`src/rtl/tgcs_pkg.sv`:
```
package tgcs_pkg;

  localparam int NUM_GATES = 8;
  localparam int END_W     = 11;
  localparam int SUM_W     = 26;
  localparam int SAMPLE_W  = 16;
  localparam int CFG_IDX_W = 3;

  typedef logic [NUM_GATES-1:0][END_W-1:0] end_array_t;
  typedef logic [NUM_GATES-1:0][SUM_W-1:0] sum_array_t;

  typedef struct packed {
    logic fire;
    logic last;
  } step_ctl_t;

  localparam end_array_t GATE_END_RESET = {
    11'd200, 11'd175, 11'd160, 11'd105, 11'd95, 11'd75, 11'd60, 11'd31
  };

  localparam logic [SUM_W-1:0] SUM_MAX = {SUM_W{1'b1}};

endpackage

```
`src/rtl/tgcs_cfg_regs.sv`:
```
module tgcs_cfg_regs (
  input  logic                             clk,
  input  logic                             rst,
  input  logic                             cfg_we,
  input  logic [tgcs_pkg::CFG_IDX_W-1:0]   cfg_index,
  input  logic [tgcs_pkg::END_W-1:0]       cfg_data,
  output tgcs_pkg::end_array_t             gate_end
);
  import tgcs_pkg::*;

  always_ff @(posedge clk) begin
    if (rst) begin
      gate_end <= GATE_END_RESET;
    end else if (cfg_we) begin
      gate_end[cfg_index] <= cfg_data;
    end
  end

endmodule

```
`src/rtl/tgcs_accum.sv`:
```
module tgcs_accum #(
  parameter int MAX_TRACE_SAMPLES = 1024,
  parameter int SAMPLE_BITS       = 16
) (
  input  logic                             clk,
  input  logic                             rst,
  input  tgcs_pkg::step_ctl_t              step,
  input  logic [tgcs_pkg::SAMPLE_W-1:0]    sample,
  input  tgcs_pkg::end_array_t             gate_end,
  output tgcs_pkg::sum_array_t             sums_upd
);
  import tgcs_pkg::*;

  localparam int IDX_W = $clog2(MAX_TRACE_SAMPLES + 1);
  localparam int CMP_W = (IDX_W > END_W) ? IDX_W : END_W;

  logic [IDX_W-1:0] idx;
  logic [IDX_W-1:0] idx_next;
  sum_array_t       acc;
  sum_array_t       acc_next;
  logic             in_range;
  logic [SUM_W:0]   smp_ext;

  assign in_range = (idx < IDX_W'(MAX_TRACE_SAMPLES));
  assign smp_ext  = (SUM_W+1)'(sample[SAMPLE_BITS-1:0]);

  // eight independent window compares and saturating adds
  always_comb begin
    logic [CMP_W-1:0] start_w;
    logic [CMP_W-1:0] stop_w;
    logic [CMP_W-1:0] idx_w;
    logic [SUM_W:0]   sum_w;
    idx_w = CMP_W'(idx);
    for (int k = 0; k < NUM_GATES; k++) begin
      start_w = (k == 0) ? '0 : CMP_W'(gate_end[(k == 0) ? 0 : k-1]);
      stop_w  = CMP_W'(gate_end[k]);
      sum_w   = {1'b0, acc[k]} + smp_ext;
      if (in_range && (idx_w >= start_w) && (idx_w < stop_w)) begin
        sums_upd[k] = sum_w[SUM_W] ? SUM_MAX : sum_w[SUM_W-1:0];
      end else begin
        sums_upd[k] = acc[k];
      end
    end
  end

  always_comb begin
    idx_next = idx;
    acc_next = acc;
    if (step.fire) begin
      if (step.last) begin
        idx_next = '0;
        acc_next = '0;
      end else begin
        acc_next = sums_upd;
        if (in_range) begin
          idx_next = idx + 1'b1;
        end
      end
    end
  end

  always_ff @(posedge clk) begin
    if (rst) begin
      idx <= '0;
      acc <= '0;
    end else begin
      idx <= idx_next;
      acc <= acc_next;
    end
  end

  a_clear_after_last: assert property (@(posedge clk) disable iff (rst)
    step.fire && step.last |=> (idx == '0) && (acc == '0))
    else $error("index or sums not cleared after last transaction");

  a_index_bound: assert property (@(posedge clk) disable iff (rst)
    idx <= IDX_W'(MAX_TRACE_SAMPLES))
    else $error("sample index beyond trace bound");

endmodule

```
`src/rtl/trace_gate_charge_sums_core.sv`:
```
// The result of a last sample transaction passes the input register, then the output
// register; a last sample waits in the input register while a result is unread.
// Throughput: one sample per cycle while no last sample waits on an unread result;
// the eight window compare-and-add updates run in parallel, and the output register
// lets the next trace start while a result waits. Reset (rst, synchronous) clears the
// running sums, index and both handshake stages, and loads the default gate ends.
module trace_gate_charge_sums_core #(
  parameter int MAX_TRACE_SAMPLES = 1024,
  parameter int SAMPLE_BITS       = 16
) (
  input  logic                             clk,
  input  logic                             rst,
  input  logic                             cfg_we,
  input  logic [tgcs_pkg::CFG_IDX_W-1:0]   cfg_index,
  input  logic [tgcs_pkg::END_W-1:0]       cfg_data,
  input  logic                             in_valid,
  output logic                             in_ready,
  input  logic [tgcs_pkg::SAMPLE_W-1:0]    sample,
  input  logic                             last_sample,
  output logic                             out_valid,
  input  logic                             out_ready,
  output logic [tgcs_pkg::SUM_W-1:0]       sum0,
  output logic [tgcs_pkg::SUM_W-1:0]       sum1,
  output logic [tgcs_pkg::SUM_W-1:0]       sum2,
  output logic [tgcs_pkg::SUM_W-1:0]       sum3,
  output logic [tgcs_pkg::SUM_W-1:0]       sum4,
  output logic [tgcs_pkg::SUM_W-1:0]       sum5,
  output logic [tgcs_pkg::SUM_W-1:0]       sum6,
  output logic [tgcs_pkg::SUM_W-1:0]       sum7
);
  import tgcs_pkg::*;

  end_array_t           gate_end;
  sum_array_t           sums_upd;
  sum_array_t           sums;
  step_ctl_t            step;
  logic                 s1_valid;
  logic [SAMPLE_W-1:0]  s1_sample;
  logic                 s1_last;
  logic                 drain;

  tgcs_cfg_regs u_cfg (
    .clk       (clk),
    .rst       (rst),
    .cfg_we    (cfg_we),
    .cfg_index (cfg_index),
    .cfg_data  (cfg_data),
    .gate_end  (gate_end)
  );

  tgcs_accum #(
    .MAX_TRACE_SAMPLES (MAX_TRACE_SAMPLES),
    .SAMPLE_BITS       (SAMPLE_BITS)
  ) u_accum (
    .clk      (clk),
    .rst      (rst),
    .step     (step),
    .sample   (s1_sample),
    .gate_end (gate_end),
    .sums_upd (sums_upd)
  );

  // a last sample only moves on when the output register is free
  assign drain     = s1_valid && (!s1_last || !out_valid || out_ready);
  assign in_ready  = !s1_valid || drain;
  assign step.fire = drain;
  assign step.last = s1_last;

  always_ff @(posedge clk) begin
    if (rst) begin
      s1_valid <= 1'b0;
    end else if (in_valid && in_ready) begin
      s1_valid <= 1'b1;
    end else if (drain) begin
      s1_valid <= 1'b0;
    end
  end

  always_ff @(posedge clk) begin
    if (in_valid && in_ready) begin
      s1_sample <= sample;
      s1_last   <= last_sample;
    end
  end

  always_ff @(posedge clk) begin
    if (rst) begin
      out_valid <= 1'b0;
    end else if (drain && s1_last) begin
      out_valid <= 1'b1;
    end else if (out_ready) begin
      out_valid <= 1'b0;
    end
  end

  always_ff @(posedge clk) begin
    if (drain && s1_last) begin
      sums <= sums_upd;
    end
  end

  assign sum0 = sums[0];
  assign sum1 = sums[1];
  assign sum2 = sums[2];
  assign sum3 = sums[3];
  assign sum4 = sums[4];
  assign sum5 = sums[5];
  assign sum6 = sums[6];
  assign sum7 = sums[7];

  a_stall_cause: assert property (@(posedge clk) disable iff (rst)
    !in_ready |-> s1_valid && s1_last && out_valid && !out_ready)
    else $error("input stalled without a blocked result");

  a_result_source: assert property (@(posedge clk) disable iff (rst)
    $rose(out_valid) |-> $past(s1_valid && s1_last))
    else $error("result raised without a last transaction");

endmodule

```
`config.mk`:
```
export PLATFORM = sky130hd
export DESIGN_NAME = trace_gate_charge_sums_core
export DESIGN_NICKNAME = d
export VERILOG_FILES = /design/src/rtl/tgcs_pkg.sv /design/src/rtl/tgcs_cfg_regs.sv /design/src/rtl/tgcs_accum.sv /design/src/rtl/trace_gate_charge_sums_core.sv
export SDC_FILE = /design/constraint.sdc
export NUM_CORES = 1
export LEC_CHECK = 0
export BUFFER_PORTS_ARGS = -buffer_cell sky130_fd_sc_hd__buf_2
export CAP_MARGIN = 20
export CELL_PAD_IN_SITES_DETAIL_PLACEMENT = 1
export CELL_PAD_IN_SITES_GLOBAL_PLACEMENT = 1
export CORE_MARGIN = 1
export CORE_UTILIZATION = 40
export DETAILED_ROUTE_END_ITERATION = 8
export PLACE_DENSITY_LB_ADDON = 0.1
export SLEW_MARGIN = 20
export SYNTH_ARGS = -nofsm -noshare
export SYNTH_HDL_FRONTEND = slang
export SYNTH_SLANG_ARGS = --single-unit
```
`constraint.sdc`:
```
create_clock -name clk -period 14.1 [get_ports clk]
set_clock_uncertainty 0.05 [all_clocks]
set_input_delay 1.41 -clock clk [delete_from_list [all_inputs] [get_ports clk]]
set_output_delay 1.41 -clock clk [all_outputs]
set_load 0.01 [all_outputs]
```
Yosys cells after proc, flatten, opt, wreduce, memory -nomap -nowiden --
Index checks and enable logic that the tools add are counted.
Storage, ports and cells: register bits 534, input bits 36, output and inout port bits 210, word-level logic and storage cells 113
Cells by class: $add $sub $neg 9, magnitude comparators 19, mux-type cells 26, reductions and logical operators 30
Operator list (number):
- 26-bit two-way mux | 16
- 26-bit by 16-bit adder with 27-bit output | 8
- 208-bit two-way mux | 1
- 88-bit bitwise mux | 1
- 11-bit < comparator | 8
- 11-bit >= comparator | 7
- 11-bit demux with 3-bit select | 1
- 11-bit two-way mux | 3
- 1-bit logical AND | 20
- 11-bit by 1-bit adder with 11-bit output (second input constant) | 1
- 11-bit by 1-bit >= comparator with 1-bit output (second input constant) | 1
- 11-bit < comparator (second input constant) | 1
- 2-bit nonzero test | 3
- 3-bit by 4-bit < comparator with 1-bit output (second input constant) | 1
- 1-bit two-way mux | 4
- 3-bit by 1-bit >= comparator with 1-bit output (second input constant) | 1
- 1-bit logical NOT | 3
- 1-bit logical OR | 3
- 2-bit AND reduction | 1

Depth between registers and ports, before layout --
Gate-level depths: netlist of the first run.
depth in word-level cells 7, gate-level depth with buffers 13, depth with buffers taken out 11

Hierarchy --
Synthesis of the first run repeated with hierarchy kept, for this count alone.
Second synthesis, totals: cells, all modules 3095, area, all modules 29884.9 um^2
By module, submodules not included:
- tgcs_accum | instances 1, cells an instance 2542, area an instance 19621.3 um^2, seq. area each 4384.2 um^2
- trace_gate_charge_sums_core | instances 1, cells an instance 237, area an instance 6860.3 um^2, seq. area each 6796.5 um^2
- tgcs_cfg_regs | instances 1, cells an instance 316, area an instance 3403.3 um^2, seq. area each 1761.7 um^2

Least setup slack after synthesis of the first run --
Ideal clock, no wire load.
path kind input-to-reg, from input out_ready, to register u_accum.acc[82] in the netlist's numbering, library setup time 0.135 ns, arrival 6.902 ns, required time 13.915 ns, slack 7.013 ns, cell stages on the path 9, path buffers 1, cells stage by stage nand2b_1 or2_2 and2_1 nand2_1 inv_1 nor2_1 clkbuf_1 o311ai_0 o21ai_0
On the way: longest elaborated chain between the ends 2
RTL lines:
- start, declared | RTL line trace_gate_charge_sums_core.sv:21 | input logic out_ready,
- 1-bit logical OR | RTL line trace_gate_charge_sums_core.sv:64 | assign drain = s1_valid && (!s1_last || !out_valid || out_ready);
- 1-bit logical AND | RTL line trace_gate_charge_sums_core.sv:64
- end signal, assigned | RTL line tgcs_accum.sv:68 | acc <= acc_next;
- end, declared | RTL line tgcs_accum.sv:19 | sum_array_t acc;
No other way between the ends. A chain may end at the register's enable or synchronous reset.

==> results of run 1 <==
-- path summary, 6_finish.rpt --
check / endpoint / start / slack [ns] / cells after the start
setup / recovery: sum3[23]$_DFFE_PP_ / s1_sample[1]$_DFFE_PP_ / 9.86 / 10
hold / removal: u_cfg.gate_end[81]$_SDFFE_PP0P_ / u_cfg.gate_end[81]$_SDFFE_PP0P_ / 0.41 / 2
setup reg to reg: sum3[23]$_DFFE_PP_ / s1_sample[1]$_DFFE_PP_ / 9.86 / 10
hold reg to reg: u_cfg.gate_end[81]$_SDFFE_PP0P_ / u_cfg.gate_end[81]$_SDFFE_PP0P_ / 0.41 / 2
-- cell type report --
type                       count  area [µm²]  area share [%]
multi-input combinational   2491       16200            46.8
sequential                   534       12900            37.5
clock buffer                  69        1590            4.59
timing repair buffer         287        1550            4.48
tap                          969        1210            3.51
clock inverter                45         557            1.61
inverter                     137         522            1.51
antenna                        1        2.50         0.00724
-- where the power goes --
part | switching, mW | internal [mW]
combinational | 0.173 | 0.0743
sequential | 0.0200 | 1.63
clock | 0.694 | 1.03
total | 0.887 | 2.73
-- logic make-up after synthesis --
logic type      after synthesis  share of synthesized area [%]
mux                          37                           1.31
xor+xnor                    123                           3.57
flops                       534                           42.9
simple gates               1102                           16.9
compound gates             1005                           22.2
fa+ha+maj                   224                           9.49
buf+inv                     280                           3.63
-- registers in the layout, summed over array words and instances (netlist names), 11 cells and up --
name,cells
sum3,26
s1_sample,16
sum5,26
sum2,26
sum1,26
sum7,26
sum0,26
sum4,26
u_accum.idx,11
sum6,26
u_cfg.gate_end,88
u_accum.acc,208
-- cell usage after synthesis, drive strengths merged (13+ instances only) --
cell type and instances:
nand2 387, buf 25, nor2b 21, o22a 14, xor2 60, nand4 37, nand2b 31, o21bai 13
and4 21, a21o 52, inv 137, nand3 82, dfxtp 309, and2 20, a211oi 41, a31oi 70
clkbuf 118, nor4 16, nor2 302, or3 19, nor3 85, ha 216, edfxtp 225, a21oi 324
mux2 20, and3 46, o31ai 15, or2 14, a211o 24, mux2i 17, o21ai 158, o21a 52
a22o 77, o211ai 54, xnor2 63
-- metal layers --
metal | GRT usage [%] | wire [µm] | vias to the layer above
li1 | - | - | 12610
met1 | 34.8 | 46900 | 13421
met2 | 46.1 | 50500 | 675
met3 | 3.46 | 4630 | 182
met4 | 9.81 | 3730 | 0
met5 | 0 | 0 | -
-- stage by stage --
step,std cells,cell area (µm²),hold WS [ns]
after detailed placement,4417,32400,0.400
after floorplan,3305,30200,0.386
final,4533,34600,0.406
after global placement,4417,32400,0.393
after CTS,4531,34500,0.409
after global routing,4532,34600,0.423
-- critical path, cell delays in order, from the launching register on --
cell	delay, ns
sky130_fd_sc_hd__edfxtp_1	0.35
sky130_fd_sc_hd__buf_4	0.24
sky130_fd_sc_hd__inv_1	0.71
sky130_fd_sc_hd__fa_1	0.36
sky130_fd_sc_hd__nor2b_1	0.07
sky130_fd_sc_hd__o31a_2	0.32
sky130_fd_sc_hd__o211ai_2	0.34
sky130_fd_sc_hd__a211oi_1	0.18
sky130_fd_sc_hd__o2111ai_1	0.85
sky130_fd_sc_hd__nand2_1	0.17
sky130_fd_sc_hd__mux2_2	0.30
-- cell usage in the layout (no fill, tap or decap), drive strengths merged, types with 54 or more instances in the layout --
cell	n
a22o	77
o211ai	54
xor2	60
a21oi	324
nand3	82
xnor2	63
ha	216
dfxtp	309
inv	139
nor2	302
edfxtp	225
a31oi	70
nand2	387
buf	287
nor3	85
clkbuf	69
o21ai	158
==> impl_results.rst, run 1 <==
.. list-table::
   :header-rows: 1

   * - Metric
     - Value
   * - Post-layout utilization of the core
     - 46.3%
   * - Die span in x
     - 277 µm
   * - # clock sinks
     - 534
   * - Pre-CTS setup slack
     - 9.65 ns
   * - Reg clk slew, reported paths
     - 0.06 ns
   * - Final period demand of the worst path
     - 4.24 ns
   * - Clock tree from TritonCTS
     - yes
   * - RSZ-0062 raised after global routing
     - false
   * - Maximum capacitance violations
     - 0
   * - Placer congestion estimate
     - 0.871
   * - Power consumption
     - 3.62 mW
   * - Fin. max-slew vios
     - 0
   * - Maximum fanout along the worst path
     - 12
   * - Capturing element type of the critical path
     - register
   * - Hold Violations, Final
     - 0
   * - Maximum achievable frequency
     - 236 MHz
   * - Final routed wire length divided by cell count
     - 23.3 µm
   * - Highest ir drop seen on vdd
     - 0.000114 V
   * - Path type of the worst min-delay path
     - register to register
   * - Length of the first detailed-routing pass in iterations
     - 5
   * - DPL Wire Length
     - 72,700 µm
   * - Static leakage
     - 14.1 nW
   * - Post-synthesis cell type count
     - 92
   * - Critical setup path kind
     - register to register
   * - Fill cell count
     - 8,645
   * - Tot GR Track Use
     - 27.0%
   * - Pin count of the biggest net entering global routing
     - 92
   * - Total of flip-flops plus latches after synthesis
     - 534
   * - # H-tree levels
     - 2
   * - Floorplan die area
     - 0.0765 mm²
   * - Data required time at the worst endpoint
     - 14.43 ns
   * - Synthesis-to-layout area growth
     - 14.6%
   * - Slew @ Worst Pin
     - 1.13 ns
   * - Dominant cells by area after synthesis
     - sky130_fd_sc_hd__edfxtp_1, sky130_fd_sc_hd__dfxtp_1, sky130_fd_sc_hd__ha_1
   * - Core Rows
     - 100
   * - Number of hold-repair buffers added at the cts stage
     - 0
   * - Main synth FF type
     - sky130_fd_sc_hd__dfxtp_1
   * - Worst EP arrival
     - 4.57 ns
   * - Number of nets in the layout
     - 3,771
   * - Die Span Y
     - 277 µm
   * - Latest clock arrival within the worst-skew pair
     - 0.65 ns
   * - Count of synthesis-stage warnings from yosys
     - 0
   * - Post-Syn Area
     - 0.0302 mm²
   * - FFs w/ async S/R, synth
     - 0%
   * - Total congestion overflow after global routing
     - 0
   * - Worst slew slack as a fraction of its limit
     - 24.1%
   * - Starting utilization of the core area
     - 40.4%
   * - Root Driver
     - sky130_fd_sc_hd__clkbuf_16
   * - Number of vias after detailed routing
     - 26,888
   * - Quantity of I/O buffers inserted on ports
     - 245
   * - Area share of the leading cell type in the synthesized netlist
     - 22.4%
   * - Number of global-route vias before repair
     - 27,397
   * - Setup-violating endpoint count in the final report
     - 0
   * - # IOs
     - 246
   * - Average cell area after synthesis
     - 9.12 µm²
   * - First-pass GRT wire length
     - 161,000 µm
   * - Number of antenna violations at the first check in global routing
     - 2
   * - Status
     - finished, final reports clean
   * - Cells after synthesis
     - 3,305
   * - P per Cell Area
     - 105 mW/mm²
   * - Final Routed Wirelength
     - 106,000 µm
   * - Post-CTS setup buffer count
     - 0
   * - Antenna Violating Nets Remaining
     - 0
   * - Syn_nets
     - 3,565
   * - Worst-case setup margin in the final layout
     - 9.86 ns
   * - Fraction of the yosys area taken by sequential cells
     - 42.9%
   * - Layout cells sized above 1
     - 13.2%
   * - Floorplan core area
     - 0.0746 mm²
   * - Number of gates resized after cts
     - 0
   * - Final period util
     - 30.1%
   * - Largest area contributor in the synthesized netlist
     - sky130_fd_sc_hd__edfxtp_1
   * - CTS max path bufs
     - 3
   * - TritonCTS Buffers
     - 60
   * - EDFF count, synth
     - 225
   * - Category of the worst setup path launch point
     - register
   * - Total Neg Setup Slack
     - 0 ns
   * - Average via count per standard cell
     - 5.93
   * - Residual DRC count
     - 0
   * - DRT iter0 DRCs
     - 1,650
Note: power is estimated with default switching activity, not from simulation.
==> inputs of run 2 (changes only) <==
clock period = 4.42 ns   (was 14.1 ns; I/O delays follow)
==> run 2 against run 1 <==
- final area up 1.5%
- die area unchanged
- setup slack worse by 9.5 ns
- clock power increased to 3.0 times the previous value
- critical path depth is 1 higher
- critical path type unchanged
==> impl_results.rst, run 2 (synthesis gave the netlist of run 1 again) <==
.. list-table::
   :header-rows: 1

   * - Metric
     - Value
   * - Cell Count Post-Placement
     - 4,465 (+1.1%)
   * - Tot GR Track Use
     - 27.6% (+0.60 points)
   * - Capturing element type of the critical path
     - register
   * - Maximum achievable frequency
     - 246 MHz (+4.3%)
   * - Highest ir drop seen on vdd
     - 0.000319 V (+180%)
   * - Static leakage
     - 14.4 nW (+2.2%)
   * - Reg clk slew, reported paths
     - 0.07 ns (about the same)
   * - Kind of cell adding the most delay to the critical path
     - compound AO/OA/AOI/OAI gates
   * - P per Cell Area
     - 323 mW/mm² (+210%)
   * - Placer congestion estimate
     - 0.922 (+6.0%)
   * - Maximum capacitance violations
     - 0 (unchanged)
   * - Maximum fanout along the worst path
     - 10 (-2)
   * - Leading registers by flop count
     - u_accum.acc x208, u_cfg.gate_end x88
   * - Critical setup path kind
     - register to register
   * - Category of the worst setup path launch point
     - register
   * - Proportion of total power due to net switching
     - 24.9% (+0.34 points)
   * - Core Rows
     - 100 (unchanged)
   * - Portion of total power attributed to the clock network
     - 46.2% (-1.3 points)
   * - Length of the first detailed-routing pass in iterations
     - 5 (unchanged)
   * - Post-CTS setup buffer count
     - 0 (unchanged)
   * - Path type of the worst min-delay path
     - input port to register
   * - Total Neg Setup Slack
     - 0 ns (unchanged)
   * - Setup-violating endpoint count in the final report
     - 0 (unchanged)
   * - Data required time at the worst endpoint
     - 4.94 ns (-9.49 ns)
   * - Internal power of the cells
     - 8.52 mW (+210%)
   * - CTS max path bufs
     - 3 (unchanged)
   * - Number of global-route vias before repair
     - 27,630 (+0.85%)
   * - Die Span Y
     - 277 µm (unchanged)
   * - Final routed wire length divided by cell count
     - 23.5 µm (+0.78%)
   * - Critical Path Slowest Stage Cell
     - sky130_fd_sc_hd__edfxtp_1
   * - # clock sinks
     - 534 (unchanged)
   * - Pin count of the biggest net entering global routing
     - 103 (+12%)
   * - Portion of total power attributed to sequential cells
     - 46.7% (+1.1 points)
   * - TritonCTS Buffers
     - 60 (unchanged)
   * - Worst EP arrival
     - 4.59 ns (+0.02 ns)
   * - Register name with the most flops
     - u_accum.acc
   * - Final Routed Wirelength
     - 108,000 µm (+2.2%)
   * - Floorplan die area
     - 0.0765 mm² (unchanged)
   * - Starting utilization of the core area
     - 40.4% (unchanged)
   * - Synthesis-to-layout area growth
     - 16.3%
   * - Latest clock arrival within the worst-skew pair
     - 0.64 ns (about the same)
   * - Worst slew slack as a fraction of its limit
     - 26.2% (+2.1 points)
   * - Number of antenna violations at the first check in global routing
     - 7 (+5)
   * - Number of vias after detailed routing
     - 27,264 (+1.4%)
   * - CP Cell Sequence
     - ha_1 -> inv_1 -> fa_1 -> nor2b_1 -> o31a_2 -> o211ai_2 -> a211o_1 -> a2111oi_4 -> nor2_2 -> a211oi_1 -> a221o_1
   * - RSZ-0062 raised after global routing
     - false
   * - Proportion of power drawn by combinational gates
     - 7.2% (+0.4 points)
   * - Root Driver
     - sky130_fd_sc_hd__clkbuf_16
   * - Average via count per standard cell
     - 5.93 (about the same)
   * - N_diodes
     - 0 (-1)
   * - Final period demand of the worst path
     - 4.07 ns (-0.173 ns)
   * - Fin. max-slew vios
     - 0 (unchanged)
   * - Floorplan core area
     - 0.0746 mm² (unchanged)
   * - Final period util
     - 92.1% (+62 points)
   * - Hold Violations, Final
     - 0 (unchanged)
   * - Antenna Violating Nets Remaining
     - 0 (unchanged)
   * - DRT iter0 DRCs
     - 1,564 (-5.2%)
   * - Maximum single-stage delay on the critical path
     - 0.91 ns (+0.06 ns)
   * - First-pass GRT wire length
     - 164,000 µm (+2.1%)
   * - # IOs
     - 246 (unchanged)
   * - Layout cells sized above 1
     - 14.3% (+1.1 points)
   * - Leading cell types in the layout, fill and taps excluded
     - sky130_fd_sc_hd__nand2_1, sky130_fd_sc_hd__a21oi_1, sky130_fd_sc_hd__dfxtp_1
   * - Switching component of the power
     - 2.82 mW (+220%)
   * - Quantity of I/O buffers inserted on ports
     - 245 (unchanged)
   * - Number of buffer and inverter instances along the worst setup path
     - 1 (-1)
   * - Total congestion overflow after global routing
     - 0 (unchanged)
   * - DPL Wire Length
     - 76,800 µm (+5.6%)
   * - Status
     - finished, final reports clean
   * - Most common library cell in the layout ignoring fill and taps
     - sky130_fd_sc_hd__nand2_1
   * - Die span in x
     - 277 µm (unchanged)
   * - Number of flip-flops in the largest register
     - 208 (unchanged)
   * - # H-tree levels
     - 2 (unchanged)
   * - Residual DRC count
     - 0 (unchanged)
   * - Slew @ Worst Pin
     - 1.11 ns (-0.0277 ns)
   * - Number of nets in the layout
     - 3,836 (+1.7%)
   * - Clock tree from TritonCTS
     - yes
   * - Final Non-Filler Cells
     - 4,597 (+1.4%)
## run 2: cell count changes in the layout (fill, tap and decap cells not counted), moves of 3 or more
cell / delta
sky130_fd_sc_hd__clkinv_1: -4
sky130_fd_sc_hd__clkbuf_8: +5
sky130_fd_sc_hd__buf_4: +42
sky130_fd_sc_hd__dlygate4sd3_1: +17
sky130_fd_sc_hd__o21ai_0: -4
sky130_fd_sc_hd__o21ai_1: +4
sky130_fd_sc_hd__nor2_2: -3
sky130_fd_sc_hd__buf_12: +7
sky130_fd_sc_hd__nor2_1: +3
sky130_fd_sc_hd__clkbuf_1: +3
sky130_fd_sc_hd__bufinv_16: -6
## run 2: through the flow
stage	power, mW	setup WS [ns]	area, µm²	hold WS, ns	util, %
2_1_floorplan	5.84	-0.467	30200	0.386	-
3_5_place_dp	6.19	0.364	32800	0.398	44.0
3_3_place_gp	6.17	0.506	32800	0.392	44.0
4_1_cts	11.5	0.336	35100	0.00708	47.0
5_1_grt	11.7	0.221	35100	0.0197	47.0
6_report	11.3	0.350	35100	0.0401	47.0
## run 2: path summary, 6_finish.rpt
kind              slack [ns]                         endpoint                       startpoint  cells past startpoint
setup / recovery        0.35     u_accum.acc[85]$_SDFFE_PP0P_           s1_sample[0]$_DFFE_PP_                     11
hold reg to reg         0.41  u_cfg.gate_end[12]$_SDFFE_PP0P_  u_cfg.gate_end[12]$_SDFFE_PP0P_                      2
setup reg to reg        0.35     u_accum.acc[85]$_SDFFE_PP0P_           s1_sample[0]$_DFFE_PP_                     11
hold / removal          0.04            s1_valid$_SDFFE_PP0P_                         in_valid                      3
## run 2: layer usage
metal  wire length [µm]  GRT usage [%]  up-vias
met1              47100           35.2    13716
met3               4790           3.21      198
met2              52100           47.8      628
li1                   -              -    12722
met5                  0              0        -
met4               4160           10.4        0
## run 2: repair_timing
action,4_1_cts,5_1_grt
endpoints found under the hold margin,17,0
gates resized for setup,0,0
hold buffers,17,0
## run 2: area by class of cell
| type | instances | area [µm²] |
|---|---|---|
| fill | 8582 | 39500 |
| tap | 969 | 1210 |
| multi-input combinational | 2491 | 16200 |
| timing repair buffer | 352 | 2160 |
| inverter | 137 | 518 |
| clock buffer | 78 | 1690 |
| sequential | 534 | 12900 |
| clock inverter | 36 | 365 |
## run 2: power groups by stage
stage               clock network, mW  logic [mW]  registers (mW)
floorplan                           0       0.458            5.38
global placement                    0       0.773            5.39
detailed placement                  0       0.798            5.40
CTS                              5.35       0.815            5.29
global route                     5.53       0.882            5.29
finish                           5.23       0.814            5.29
## run 2: tightest hold or removal path: stages
cell and delay, ns:
sky130_fd_sc_hd__buf_2 0.13, sky130_fd_sc_hd__inv_1 0.05, sky130_fd_sc_hd__a21oi_1 0.06
